### src/rtl/ssev_pkg.sv
// Shared types, constants and helpers for the state-space evaluator.
package ssev_pkg;

  localparam int LANES      = 4;
  localparam int WORD_W     = 32;
  localparam int COUNT_W    = 3;
  localparam int ADDR_W     = 6;
  localparam int MEM_DEPTH  = 64;
  localparam int VEC_N      = 2 * LANES;   // x then u
  localparam int PROD_W     = 2 * WORD_W;
  localparam int RND_W      = 48;          // rounded product, sign included
  localparam int ACC_W      = 51;          // up to eight rounded products

  localparam int IN_FIELDS_W = ADDR_W + WORD_W + VEC_N * WORD_W;
  localparam int IN_TDATA_W  = ((IN_FIELDS_W + 7) / 8) * 8;
  localparam int VEC_LSB     = ADDR_W + WORD_W;
  localparam int OUT_TDATA_W = VEC_N * WORD_W;

  localparam logic CMD_LOAD = 1'b0;
  localparam logic CMD_EVAL = 1'b1;

  localparam logic [1:0] REG_STATE_COUNT  = 2'd0;
  localparam logic [1:0] REG_INPUT_COUNT  = 2'd1;
  localparam logic [1:0] REG_OUTPUT_COUNT = 2'd2;

  localparam logic [1:0] SEL_A = 2'd0;
  localparam logic [1:0] SEL_B = 2'd1;
  localparam logic [1:0] SEL_C = 2'd2;
  localparam logic [1:0] SEL_D = 2'd3;

  typedef enum logic [2:0] {
    ST_IDLE,
    ST_ISSUE,
    ST_DRAIN,
    ST_DONE
  } state_t;

  // One multiply-accumulate term issued to the datapath.
  typedef struct packed {
    logic              valid;
    logic [ADDR_W-1:0] addr;
    logic [2:0]        opnd;
    logic              first;
    logic              last;
    logic [2:0]        dest;
  } mac_cmd_t;

  typedef struct packed {
    logic mem_we;
    logic start;
    logic load_out;
  } dp_ctrl_t;

  typedef struct packed {
    logic busy;
  } dp_status_t;

  // Force a count into 1..limit.
  function automatic logic [COUNT_W-1:0] clamp_count(input logic [COUNT_W-1:0] c,
                                                     input logic [COUNT_W-1:0] limit);
    logic [COUNT_W-1:0] top;
    top = (limit == '0) ? COUNT_W'(1) : limit;
    if (c == '0)
      return COUNT_W'(1);
    else if (c > top)
      return top;
    else
      return c;
  endfunction

endpackage

### src/rtl/ssev_ctrl.sv
// Sequencer: handshakes, term issue order and output valid for the evaluator.
module ssev_ctrl
  import ssev_pkg::*;
#(
  parameter logic [COUNT_W-1:0] STATE_LIMIT  = 3'd4,
  parameter logic [COUNT_W-1:0] INPUT_LIMIT  = 3'd4,
  parameter logic [COUNT_W-1:0] OUTPUT_LIMIT = 3'd4
) (
  input  logic               clk,
  input  logic               rst,
  input  logic               s_axis_tvalid,
  output logic               s_axis_tready,
  input  logic               s_axis_tuser,
  output logic               m_axis_tvalid,
  input  logic               m_axis_tready,
  input  logic [COUNT_W-1:0] state_count,
  input  logic [COUNT_W-1:0] input_count,
  input  logic [COUNT_W-1:0] output_count,
  output mac_cmd_t           cmd,
  output dp_ctrl_t           ctrl,
  input  dp_status_t         status
);

  state_t state, state_next;

  logic [COUNT_W-1:0] ns, ni, no;
  logic [COUNT_W:0]   total;
  logic [COUNT_W-1:0] row_lim;
  logic               phase;
  logic [1:0]         row;
  logic [2:0]         term;
  logic               term_last, row_last, in_x;
  logic [1:0]         col;
  logic               accept, out_free;

  assign ns      = clamp_count(state_count, STATE_LIMIT);
  assign ni      = clamp_count(input_count, INPUT_LIMIT);
  assign no      = clamp_count(output_count, OUTPUT_LIMIT);
  assign total   = {1'b0, ns} + {1'b0, ni};
  assign row_lim = phase ? no : ns;

  assign term_last = (term == 3'(total - 4'd1));
  assign row_last  = ({1'b0, row} == 3'(row_lim - 3'd1));
  assign in_x      = (term < ns);
  assign col       = in_x ? term[1:0] : 2'(term - ns);

  assign accept   = s_axis_tvalid && s_axis_tready;
  assign out_free = !m_axis_tvalid || m_axis_tready;

  // Next state
  always_comb begin
    state_next = state;
    case (state)
      ST_IDLE:  if (accept && s_axis_tuser == CMD_EVAL) state_next = ST_ISSUE;
      ST_ISSUE: if (phase && row_last && term_last) state_next = ST_DRAIN;
      ST_DRAIN: if (!status.busy) state_next = ST_DONE;
      ST_DONE:  if (out_free) state_next = ST_IDLE;
      default:  state_next = ST_IDLE;
    endcase
  end

  // Outputs
  always_comb begin
    s_axis_tready = 1'b0;
    ctrl          = '0;
    cmd           = '0;
    case (state)
      ST_IDLE: begin
        s_axis_tready = 1'b1;
        ctrl.mem_we   = accept && (s_axis_tuser == CMD_LOAD);
        ctrl.start    = accept && (s_axis_tuser == CMD_EVAL);
      end
      ST_ISSUE: begin
        cmd.valid = 1'b1;
        cmd.addr  = {phase ? (in_x ? SEL_C : SEL_D) : (in_x ? SEL_A : SEL_B), row, col};
        cmd.opnd  = {!in_x, col};
        cmd.first = (term == 3'd0);
        cmd.last  = term_last;
        cmd.dest  = {phase, row};
      end
      ST_DONE: ctrl.load_out = out_free;
      default: ;
    endcase
  end

  always_ff @(posedge clk) begin
    if (rst) begin
      state <= ST_IDLE;
    end else begin
      state <= state_next;
    end
  end

  // Walk terms, then rows, then the A/B and C/D halves.
  always_ff @(posedge clk) begin
    if (rst) begin
      phase <= 1'b0;
      row   <= 2'd0;
      term  <= 3'd0;
    end else if (ctrl.start) begin
      phase <= 1'b0;
      row   <= 2'd0;
      term  <= 3'd0;
    end else if (state == ST_ISSUE) begin
      if (term_last) begin
        term <= 3'd0;
        if (row_last) begin
          row   <= 2'd0;
          phase <= 1'b1;
        end else begin
          row <= row + 2'd1;
        end
      end else begin
        term <= term + 3'd1;
      end
    end
  end

  always_ff @(posedge clk) begin
    if (rst) begin
      m_axis_tvalid <= 1'b0;
    end else if (ctrl.load_out) begin
      m_axis_tvalid <= 1'b1;
    end else if (m_axis_tready) begin
      m_axis_tvalid <= 1'b0;
    end
  end

  a_no_accept_while_busy: assert property (@(posedge clk) disable iff (rst)
    status.busy |-> !s_axis_tready)
    else $error("input accepted while the MAC pipeline holds terms");

  a_done_after_drain: assert property (@(posedge clk) disable iff (rst)
    (state == ST_DONE) |-> !status.busy)
    else $error("result published before the pipeline drained");

  a_term_in_range: assert property (@(posedge clk) disable iff (rst)
    (state == ST_ISSUE) |-> ({1'b0, term} < total))
    else $error("term counter past the column count");

  a_load_sets_valid: assert property (@(posedge clk) disable iff (rst)
    ctrl.load_out |=> m_axis_tvalid)
    else $error("output register loaded without valid");

endmodule

### config.mk
export PLATFORM = sky130hd
export DESIGN_NAME = ssev_ctrl
export DESIGN_NICKNAME = d
export VERILOG_FILES = /design/src/rtl/ssev_pkg.sv /design/src/rtl/ssev_ctrl.sv
export SDC_FILE = /design/constraint.sdc
export NUM_CORES = 1
export LEC_CHECK = 0
export BUFFER_PORTS_ARGS = -buffer_cell sky130_fd_sc_hd__buf_2
export CORE_ASPECT_RATIO = 0.9
export CORE_UTILIZATION = 44
export DETAILED_ROUTE_END_ITERATION = 7
export GPL_ROUTABILITY_DRIVEN = 0
export HOLD_SLACK_MARGIN = 0.03
export PLACE_DENSITY_LB_ADDON = 0.12
export SLEW_MARGIN = 0
export SYNTH_ARGS = -nofsm -noshare
export SYNTH_HDL_FRONTEND = slang
export SYNTH_SLANG_ARGS = --single-unit
### constraint.sdc
create_clock -name clk -period 3.3 [get_ports clk]
set_clock_uncertainty 0.15 [all_clocks]
set_input_delay 0.99 -clock clk [delete_from_list [all_inputs] [get_ports clk]]
set_output_delay 0.99 -clock clk [all_outputs]
set_load 0.02 [all_outputs]
==> impl_metrics.env, run 1 <==
export IMPL_crit_reg2reg_capture="state[1]"
export IMPL_p_per_area_nw_per_um2=467
export IMPL_die_area_um2=2460
export IMPL_clkPwrFrac=0.123
export IMPL_cap_violations=0
export IMPL_whs_endpoint="state[1]"
export IMPL_slew_limit_headroom=0.606
export IMPL_clock_sinks=9
export IMPL_grtUsageTotal=0.214
export IMPL_grt_max_degree=16
export IMPL_syn_area_per_cell_um2=8.02
export IMPL_postRouteAntennaNets=0
export IMPL_grt_pass1_wl_um=3730
export IMPL_hold_path_class="flip-flop to flip-flop"
export IMPL_p_comb_frac=0.672
export IMPL_end_kind="output port"
export IMPL_ys_ff_latch=9
export IMPL_slew_viol_final=0
export IMPL_drive_gt1_frac=0.468
export IMPL_rows=15
export IMPL_crit_fanout=3
export IMPL_period_share=1.06
export IMPL_max_clock_freq_mhz=286
export IMPL_status="complete, but fails checks"
export IMPL_vdd_ir_drop_max_uv=455
export IMPL_clockBufferDepth=2
export IMPL_instances_no_fill=198
export IMPL_dp_cells=191
export IMPL_grt_remaining_overflow=0
export IMPL_synth_top_area_cell="dfxtp_1"
export IMPL_drc_errors=0
export IMPL_syn_area_um2=995
export IMPL_rr_worst_depth=8
export IMPL_ios=35
export IMPL_hold_viol_final=0
export IMPL_num_antenna_cells=0
export IMPL_violations="negative setup slack"
export IMPL_syn_nets=152
export IMPL_layout_min_cycle_time_ns=3.49
export IMPL_critPathArrivalTime_ns=2.35
export IMPL_hold_buffers=0
export IMPL_die_h_um=47.1
export IMPL_synthTopCellsByArea="dfxtp_1 (18%), ha_1 (16%), inv_1 (4.9%)"
export IMPL_first_global_vias=873
export IMPL_cts_buffers=3
export IMPL_dr_total_vias=1012
export IMPL_critPathRequiredTime_ns=2.16
export IMPL_antenna_found_initial=0
export IMPL_fin_nets=202
export IMPL_dr_pass1_iters=4
export IMPL_h_tree_depth=1
export IMPL_worstSkewPairLatency_ns=0.26
export IMPL_clk_pin_slew_ns=0.07
export IMPL_die_w_um=52.1
export IMPL_io_buffers=34
export IMPL_seq_area_frac_synth=0.181
export IMPL_start_util=0.491
export IMPL_met3_length_um=85
export IMPL_clock_root_buffer="clkbuf_4"
export IMPL_critical_path_class="primary input to output port"
export IMPL_min_path_cells=2
export IMPL_placed_area_um2=1350
export IMPL_hold_start="state[1]"
export IMPL_routed_wl_um=2500
export IMPL_synth_edf_count=0
export IMPL_final_common_cell="buf_2"
export IMPL_crit_path_start_kind="primary input"
export IMPL_setup_viol=7
export IMPL_swShare=0.436
export IMPL_ys_types=38
export IMPL_met1_length_um=1130
export IMPL_internal_power_w=0.000407
export IMPL_rsz0062_at_grt="yes"
export IMPL_dp_hpwl_um=1960
export IMPL_drt_iter0_drc=12
export IMPL_yosysWarnings=0
export IMPL_final_area_um2=1540
export IMPL_routed_top_layer="met4"
export IMPL_routed_via_density=5.11
export IMPL_holdWs_ns=0.373
export IMPL_setup_tns_ns=-0.751
export IMPL_netlist_area_leader_share=0.181
export IMPL_cts_tree="built"
export IMPL_rrSetupSlack_ns=0.76
export IMPL_p_leak_nw=0.753
export IMPL_core_area_um2=2030
export IMPL_worst_slack_ns=-0.191
export IMPL_final_cell_mix="buf_2 (23), buf_4 (17), buf_6 (11)"
export IMPL_wl_met2_um=1280
export IMPL_wl_per_cell_um=12.6
export IMPL_p_seq_frac=0.205
export IMPL_p_sw_w=0.000314
export IMPL_ys_flop_type="dfxtp_1"
export IMPL_syn_instance_count=124
export IMPL_regToRegStartpoint="phase"
export IMPL_synthArstFlopShare=0
export IMPL_syn2layout_area_growth_pct=55.2
export IMPL_timing_worst_slew_pin_value_ns=0.590
-- power by group through the flow --
stage                     Combinational (W)  Sequential, W  Clock (W)
after floorplan                    0.000300       0.000145          0
after global placement             0.000411       0.000148          0
after detailed placement           0.000429       0.000150          0
after CTS                          0.000469       0.000147  0.0000903
after global routing               0.000527       0.000149  0.0000951
final                              0.000485       0.000148  0.0000886
-- cells by family after synthesis --
kind of cell | count (synthesis) | share of synthesized area
AND/OR/NAND/NOR | 44 | 0.229
AO/OA/AOI/OAI | 22 | 0.165
buffers and inverters | 21 | 0.103
adder cells (fa/ha/maj) | 13 | 0.164
XOR/XNOR | 11 | 0.118
flip-flops | 9 | 0.181
multiplexers | 4 | 0.0403
-- synthesized netlist by cell type (2+ instances only) --
cell      number
a21oi_1        2
dfxtp_1        9
a21o_1         2
nand2_1       12
xnor2_1        4
a211oi_1       2
nor3_1         2
o21ai_0        3
and2_1         6
nor2_1        10
inv_1         13
ha_1          13
o211ai_1       2
mux2i_1        4
o21a_1         2
xor2_1         5
nand2b_1       4
buf_4          6
nor2b_1        4
-- sequential cells by signal (all words and copies together) (netlist names) --
register       flops
m_axis_tvalid      1
term               3
state              2
row                2
phase              1
-- worst max-delay path by stage --
stage,startpoint,to,slack [ns],cells past startpoint
2_1_floorplan,input_count[2],cmd[3],-0.03,8
3_3_place_gp,state_count[2],cmd[3],-0.28,11
3_5_place_dp,state_count[1],cmd[3],-0.30,11
4_1_cts,input_count[2],cmd[3],-0.23,10
5_1_grt,input_count[2],cmd[3],-0.25,10
6_report,input_count[2],cmd[3],-0.19,10
-- worst max-delay path, cell delays in order --
cell and delay, ns:
buf_6 0.10, nand2b_4 0.14, ha_4 0.26, inv_2 0.04, ha_4 0.22, xor2_1 0.14
nor2_2 0.13, nand3_2 0.11, inv_2 0.10, buf_6 0.11
-- final cells by class --
cell class,count,area (µm²)
inverters,13,56.3
repair buffers,53,407
flip-flops and latches,9,180
fillers,149,483
clock buffers,4,26.3
multi-input cells,94,843
well taps,25,31.3
-- stage by stage --
step                      total power (W)   util  setup slack (ns)
after CTS                        0.000707  0.746            -0.226
after floorplan                  0.000445      -           -0.0258
after detailed placement         0.000579  0.664            -0.301
after global routing             0.000771  0.762            -0.253
after global placement           0.000559  0.664            -0.275
final                            0.000722  0.762            -0.191
-- per-layer routing --
metal  vias to the layer above  global-route usage
met5                         -                   0
met4                         0              0.0324
met3                         2              0.0583
met2                        23               0.405
met1                       473               0.247
li1                        514                   -
-- timing repair --
action	4_1_cts	5_1_grt
buffers inserted	3	0
cloned	0	0
resized for setup	29	8
pin swaps	5	3
hold endpoints to repair	0	0
setup endpoints to repair	7	7
Power figures use the tool's default switching activity.
==> run 2, diff against run 1 <==
--- a/config.mk
+++ b/config.mk
@@ -7,7 +7,7 @@
 export LEC_CHECK = 0
 export BUFFER_PORTS_ARGS = -buffer_cell sky130_fd_sc_hd__buf_2
 export CORE_ASPECT_RATIO = 0.9
-export CORE_UTILIZATION = 44
+export CORE_UTILIZATION = 53
 export DETAILED_ROUTE_END_ITERATION = 7
 export GPL_ROUTABILITY_DRIVEN = 0
 export HOLD_SLACK_MARGIN = 0.03
==> constraint.sdc (replaced) <==
create_clock -name clk -period 4.1 [get_ports clk]
set_clock_uncertainty 0.15 [all_clocks]
set_input_delay 1.23 -clock clk [delete_from_list [all_inputs] [get_ports clk]]
set_output_delay 1.23 -clock clk [all_outputs]
set_load 0.02 [all_outputs]
==> run 2 against run 1 <==
- the flow still finishes with violations (negative setup slack)
- power down 24%
- hold slack better by 0.0024 ns
- flip-flop and latch count unchanged
- design area down 8.2%
==> impl_metrics.env, run 2 (same netlist as run 1, synthesis figures left out) <==
export IMPL_start_util=0.579
export IMPL_layout_min_cycle_time_ns=4.12
export IMPL_regToRegStartpoint="phase"
export IMPL_cts_tree="built"
export IMPL_rr_worst_depth=7
export IMPL_slew_viol_final=0
export IMPL_ios=35
export IMPL_core_area_um2=1720
export IMPL_dr_total_vias=1028
export IMPL_crit_end="cmd[9]"
export IMPL_top_regs="term: 3 flops, row: 2 flops, state: 2 flops"
export IMPL_die_area_um2=2050
export IMPL_swShare=0.450
export IMPL_die_h_um=43.1
export IMPL_hold_viol_final=0
export IMPL_setup_tns_ns=-0.0490
export IMPL_violations="negative setup slack"
export IMPL_max_clock_freq_mhz=243
export IMPL_num_antenna_cells=0
export IMPL_crit_reg2reg_capture="state[1]"
export IMPL_p_leak_nw=0.717
export IMPL_p_seq_frac=0.217
export IMPL_end_kind="output port"
export IMPL_clk_pin_slew_ns=0.06
export IMPL_drive_gt1_frac=0.429
export IMPL_num_fill_cells=116
export IMPL_postRouteAntennaNets=0
export IMPL_min_path_cells=2
export IMPL_worst_slack_ns=-0.0200
export IMPL_final_common_cell="buf_2"
export IMPL_drt_iter0_drc=26
export IMPL_dp_hpwl_um=1760
export IMPL_wl_per_cell_um=14.4
export IMPL_hold_path_class="flip-flop to flip-flop"
export IMPL_grt_remaining_overflow=0
export IMPL_p_total_w=0.000546
export IMPL_critPathRequiredTime_ns=2.72
export IMPL_vdd_ir_drop_max_uv=468
export IMPL_grt_max_degree=16
export IMPL_clock_sinks=9
export IMPL_grt_pass1_wl_um=3750
export IMPL_die_w_um=47.7
export IMPL_first_global_vias=936
export IMPL_crit_path_start_kind="primary input"
export IMPL_routed_via_density=5.35
export IMPL_clockBufferDepth=2
export IMPL_critical_path_class="primary input to output port"
export IMPL_status="complete, but fails checks"
export IMPL_cap_violations=0
export IMPL_crit_fanout=4
export IMPL_critPathLaunch="state_count[2]"
export IMPL_internal_power_w=0.000300
export IMPL_regMostFlops="term"
export IMPL_drc_errors=0
export IMPL_critPathArrivalTime_ns=2.74
export IMPL_p_per_area_nw_per_um2=385
export IMPL_setup_viol=3
export IMPL_rrSetupSlack_ns=1.45
export IMPL_syn2layout_area_growth_pct=42.5
export IMPL_period_share=1.00
export IMPL_io_buffers=34
export IMPL_timing_worst_slew_pin_value_ns=0.555
export IMPL_h_tree_depth=1
export IMPL_clkPwrFrac=0.131
export IMPL_cts_buffers=3
export IMPL_rows=14
export IMPL_largest_reg_flops=3
export IMPL_clock_root_buffer="clkbuf_4"
export IMPL_p_comb_frac=0.652
export IMPL_fin_nets=197
export IMPL_grtUsageTotal=0.251
export IMPL_antenna_found_initial=0
export IMPL_dr_pass1_iters=4
export IMPL_final_cell_mix="buf_2 (29), buf_4 (14), nand2_1 (10)"
export IMPL_routed_wl_um=2760
export IMPL_worstSkewPairLatency_ns=0.27
export IMPL_p_sw_w=0.000245
export IMPL_slew_limit_headroom=0.630
[run 2: through the flow]
| stage | area (µm²) | hold slack, ns | cells | setup slack (ns) | utilization |
|---|---|---|---|---|---|
| after global placement | 1220 | 0.354 | 184 | -0.0698 | 0.708 |
| after global routing | 1420 | 0.398 | 192 | -0.0915 | 0.826 |
| after detailed placement | 1220 | 0.375 | 184 | -0.117 | 0.708 |
| after CTS | 1310 | 0.383 | 191 | -0.00146 | 0.763 |
| final | 1420 | 0.375 | 192 | -0.0200 | 0.826 |
| after floorplan | 995 | 0.331 | 124 | 0.117 | - |
[run 2: critical path, stage by stage]
cell and delay (ns):
buf_6 0.11, inv_4 0.05, buf_6 0.10, nand2_4 0.04
ha_4 0.26, nor2b_4 0.13, o21ai_2 0.05, nand2b_1 0.18
mux2i_1 0.29, and2_4 0.19, buf_6 0.11
[run 2: repair_timing]
action	CTS	global route
endpoints found under the setup margin	5	6
setup buffers	3	1
gates resized for setup	16	19
pin swaps	6	5
hold buffers	0	0
[run 2: metal layers]
| metal | global-route usage | share of wire | up-vias | routed length [µm] |
|---|---|---|---|---|
| li1 | - | - | 504 | - |
| met2 | 0.436 | 0.53 | 44 | 1460 |
| met5 | 0 | 0 | - | 0 |
| met3 | 0.0596 | 0.055 | 6 | 151 |
| met1 | 0.305 | 0.41 | 474 | 1120 |
| met4 | 0.0556 | 0.011 | 0 | 29 |
[run 2: area by class of cell]
cell class / instances / area [µm²] / share of cell area
multi-input cells: 94 / 823 / 0.581
repair buffers: 48 / 307 / 0.216
flip-flops and latches: 9 / 180 / 0.127
inverters: 13 / 51.3 / 0.0362
well taps: 24 / 30.0 / 0.0212
clock buffers: 4 / 26.3 / 0.0185
[run 2: worst min path at each step]
stage / from / endpoint / slack [ns]
4_1_cts: state[1] / state[1] / 0.38
6_report: state[1] / state[1] / 0.38
3_5_place_dp: state[1] / state[1] / 0.38
5_1_grt: state[1] / state[1] / 0.40
3_3_place_gp: state[1] / state[1] / 0.35
2_1_floorplan: state[1] / state[1] / 0.33
[run 2: power by group through the flow]
stage	logic [W]	clock network [W]	registers (W)
finish	0.000356	0.0000713	0.000118
global route	0.000389	0.0000769	0.000121
CTS	0.000327	0.0000713	0.000118
detailed placement	0.000303	0	0.000119
global placement	0.000290	0	0.000118
floorplan	0.000226	0	0.000116
==> run 3, diff against run 2 <==
--- a/config.mk
+++ b/config.mk
@@ -5,7 +5,7 @@
 export SDC_FILE = /design/constraint.sdc
 export NUM_CORES = 1
 export LEC_CHECK = 0
-export BUFFER_PORTS_ARGS = -buffer_cell sky130_fd_sc_hd__buf_2
+export BUFFER_PORTS_ARGS = -buffer_cell sky130_fd_sc_hd__buf_4
 export CORE_ASPECT_RATIO = 0.9
 export CORE_UTILIZATION = 53
 export DETAILED_ROUTE_END_ITERATION = 7
==> run 3 against run 2 <==
- the run now ends clean
- via count increased by 4.1%
- power increased by 5.7%
- wire length is 6.5% higher
- critical path type unchanged
- critical path depth unchanged
- design area rose by 5.2%
- die area unchanged
- sequential power about the same
- first-iteration DRC count rose by 54%
- worst setup slack improved by 0.073 ns
- flip-flop and latch count stayed put
- sequential share of layout area decreased by 0.63 points
==> impl_metrics.env, run 3 (same netlist as run 1, synthesis figures left out) <==
export IMPL_worst_slack_ns=0.0529
export IMPL_routed_via_density=5.57
export IMPL_clk_pin_slew_ns=0.06
export IMPL_p_per_area_nw_per_um2=386
export IMPL_crit_buf_inv=5
export IMPL_vdd_ir_drop_max_uv=383
export IMPL_critPathArrivalTime_ns=2.67
export IMPL_placed_area_um2=1290
export IMPL_worstSkewPairLatency_ns=0.26
export IMPL_hold_buffers=0
export IMPL_cts_buffers=3
export IMPL_crit_path_start_kind="primary input"
export IMPL_regToRegStartpoint="phase"
export IMPL_fin_nets=197
export IMPL_dr_total_vias=1070
export IMPL_layout_min_cycle_time_ns=4.05
export IMPL_use_met3=0.0681
export IMPL_critical_path_class="primary input to output port"
export IMPL_utilization=0.869
export IMPL_io_buffers=34
export IMPL_core_area_um2=1720
export IMPL_p_comb_frac=0.673
export IMPL_hold_viol_final=0
export IMPL_final_common_cell="buf_4"
export IMPL_crit_chain="buf_6, inv_4, nand2_2, ha_4, inv_2, ha_4, xor2_1, nor2_2, nand3_2, inv_2, buf_6"
export IMPL_grt_pass1_wl_um=3830
export IMPL_instances_no_fill=192
export IMPL_ios=35
export IMPL_slew_viol_final=0
export IMPL_internal_power_w=0.000323
export IMPL_clkPwrFrac=0.123
export IMPL_max_stage_delay_ns=0.27
export IMPL_critPathRequiredTime_ns=2.72
export IMPL_p_sw_w=0.000253
export IMPL_syn2layout_area_growth_pct=49.9
export IMPL_post_place_ws_ns=-0.116
export IMPL_wl_per_cell_um=15.3
export IMPL_critPathTopFamily="adder cells"
export IMPL_start_util=0.579
export IMPL_period_share=0.987
export IMPL_max_clock_freq_mhz=247
export IMPL_drive_gt1_frac=0.440
export IMPL_die_h_um=43.1
export IMPL_status="complete, no violations"
export IMPL_p_leak_nw=0.729
export IMPL_grt_max_degree=16
export IMPL_routed_wl_um=2940
export IMPL_largest_reg_flops=3
export IMPL_grtUsageTotal=0.258
export IMPL_setup_viol=0
export IMPL_timing_worst_slew_pin_value_ns=0.567
export IMPL_grt_remaining_overflow=0
export IMPL_critPathSlowestCell="ha_4"
export IMPL_clock_sinks=9
export IMPL_critPathLaunch="state_count[2]"
export IMPL_first_global_vias=945
export IMPL_grt_busiest_layer="met2"
export IMPL_final_cell_mix="buf_4 (39), nand2_1 (9), nor2_1 (9), buf_6 (9), dfxtp_1 (9)"
export IMPL_cap_violations=0
export IMPL_num_antenna_cells=0
export IMPL_rows=14
export IMPL_dr_pass1_iters=4
export IMPL_hold_start="state[1]"
export IMPL_grtUsageMet2=0.436
export IMPL_end_kind="output port"
export IMPL_h_tree_depth=1
export IMPL_antenna_found_initial=0
export IMPL_die_area_um2=2050
export IMPL_clockBufferDepth=2
export IMPL_drc_errors=0
export IMPL_slew_limit_headroom=0.622
export IMPL_rsz0062_at_grt="no"
export IMPL_crit_fanout=3
export IMPL_die_w_um=47.7
export IMPL_regMostFlops="term"
export IMPL_drt_iter0_drc=40
export IMPL_clock_root_buffer="clkbuf_4"
export IMPL_final_area_um2=1490
export IMPL_postRouteAntennaNets=0
export IMPL_dp_cells=182
export IMPL_top_regs="term: 3 flops, row: 2 flops, state: 2 flops"
export IMPL_swShare=0.440
export IMPL_cts_tree="built"
export IMPL_p_seq_frac=0.204
export IMPL_hold_path_class="flip-flop to flip-flop"
export IMPL_dp_hpwl_um=1740
export IMPL_rrSetupSlack_ns=1.35
export IMPL_grtUsageMet1=0.298
## run 3: cell counts in the layout (fill, tap and decap cells not counted)
Identical to the previous run, type by type.
## run 3: worst reg2reg max path, stage by stage (launching register included)
cell	delay [ns]
dfxtp_1	0.48
nor3b_1	0.42
nor2_1	0.17
ha_1	0.33
xor2_1	0.23
o2111ai_1	0.22
a211oi_1	0.46
mux2i_1	0.22
## run 3: layer usage
| layer | vias up | share of wire |
|---|---|---|
| met3 | 8 | 0.059 |
| met4 | 0 | 0.026 |
| met2 | 58 | 0.50 |
| li1 | 504 | - |
| met5 | - | 0 |
| met1 | 500 | 0.42 |
## run 3: area by class of cell
type | count | area [µm²]
Multi-Input combinational cell | 94 | 810
Fill cell | 94 | 225
Clock buffer | 4 | 26.3
Inverter | 13 | 51.3
Timing Repair Buffer | 48 | 394
Sequential cell | 9 | 180
Tap cell | 24 | 30.0
## run 3: worst paths after layout
check                  end  cells past startpoint
setup / recovery    cmd[3]                     11
hold reg to reg   state[1]                      2
setup reg to reg  state[1]                      7
hold / removal    state[1]                      2
## run 3: through the flow
| step | total power, W | setup TNS (ns) | hold slack [ns] |
|---|---|---|---|
| floorplan | 0.000341 | 0 | 0.331 |
| global placement | 0.000430 | -0.0508 | 0.352 |
| detailed placement | 0.000441 | -0.207 | 0.360 |
| CTS | 0.000526 | -0.0128 | 0.373 |
| global route | 0.000607 | 0 | 0.409 |
| finish | 0.000576 | 0 | 0.364 |
## run 3: timing repair
action,4_1_cts,5_1_grt
endpoints found under the hold margin,0,0
resized for setup,5,29
setup buffers,2,4
pin swaps,2,6
endpoints found under the setup margin,3,7
## run 3: power by group through the flow
stage	Combinational, W	Sequential [W]	Clock [W]
after floorplan	0.000226	0.000116	0
after global placement	0.000312	0.000118	0
after detailed placement	0.000322	0.000119	0
after CTS	0.000338	0.000117	0.0000706
after global routing	0.000411	0.000120	0.0000764
final	0.000388	0.000118	0.0000706
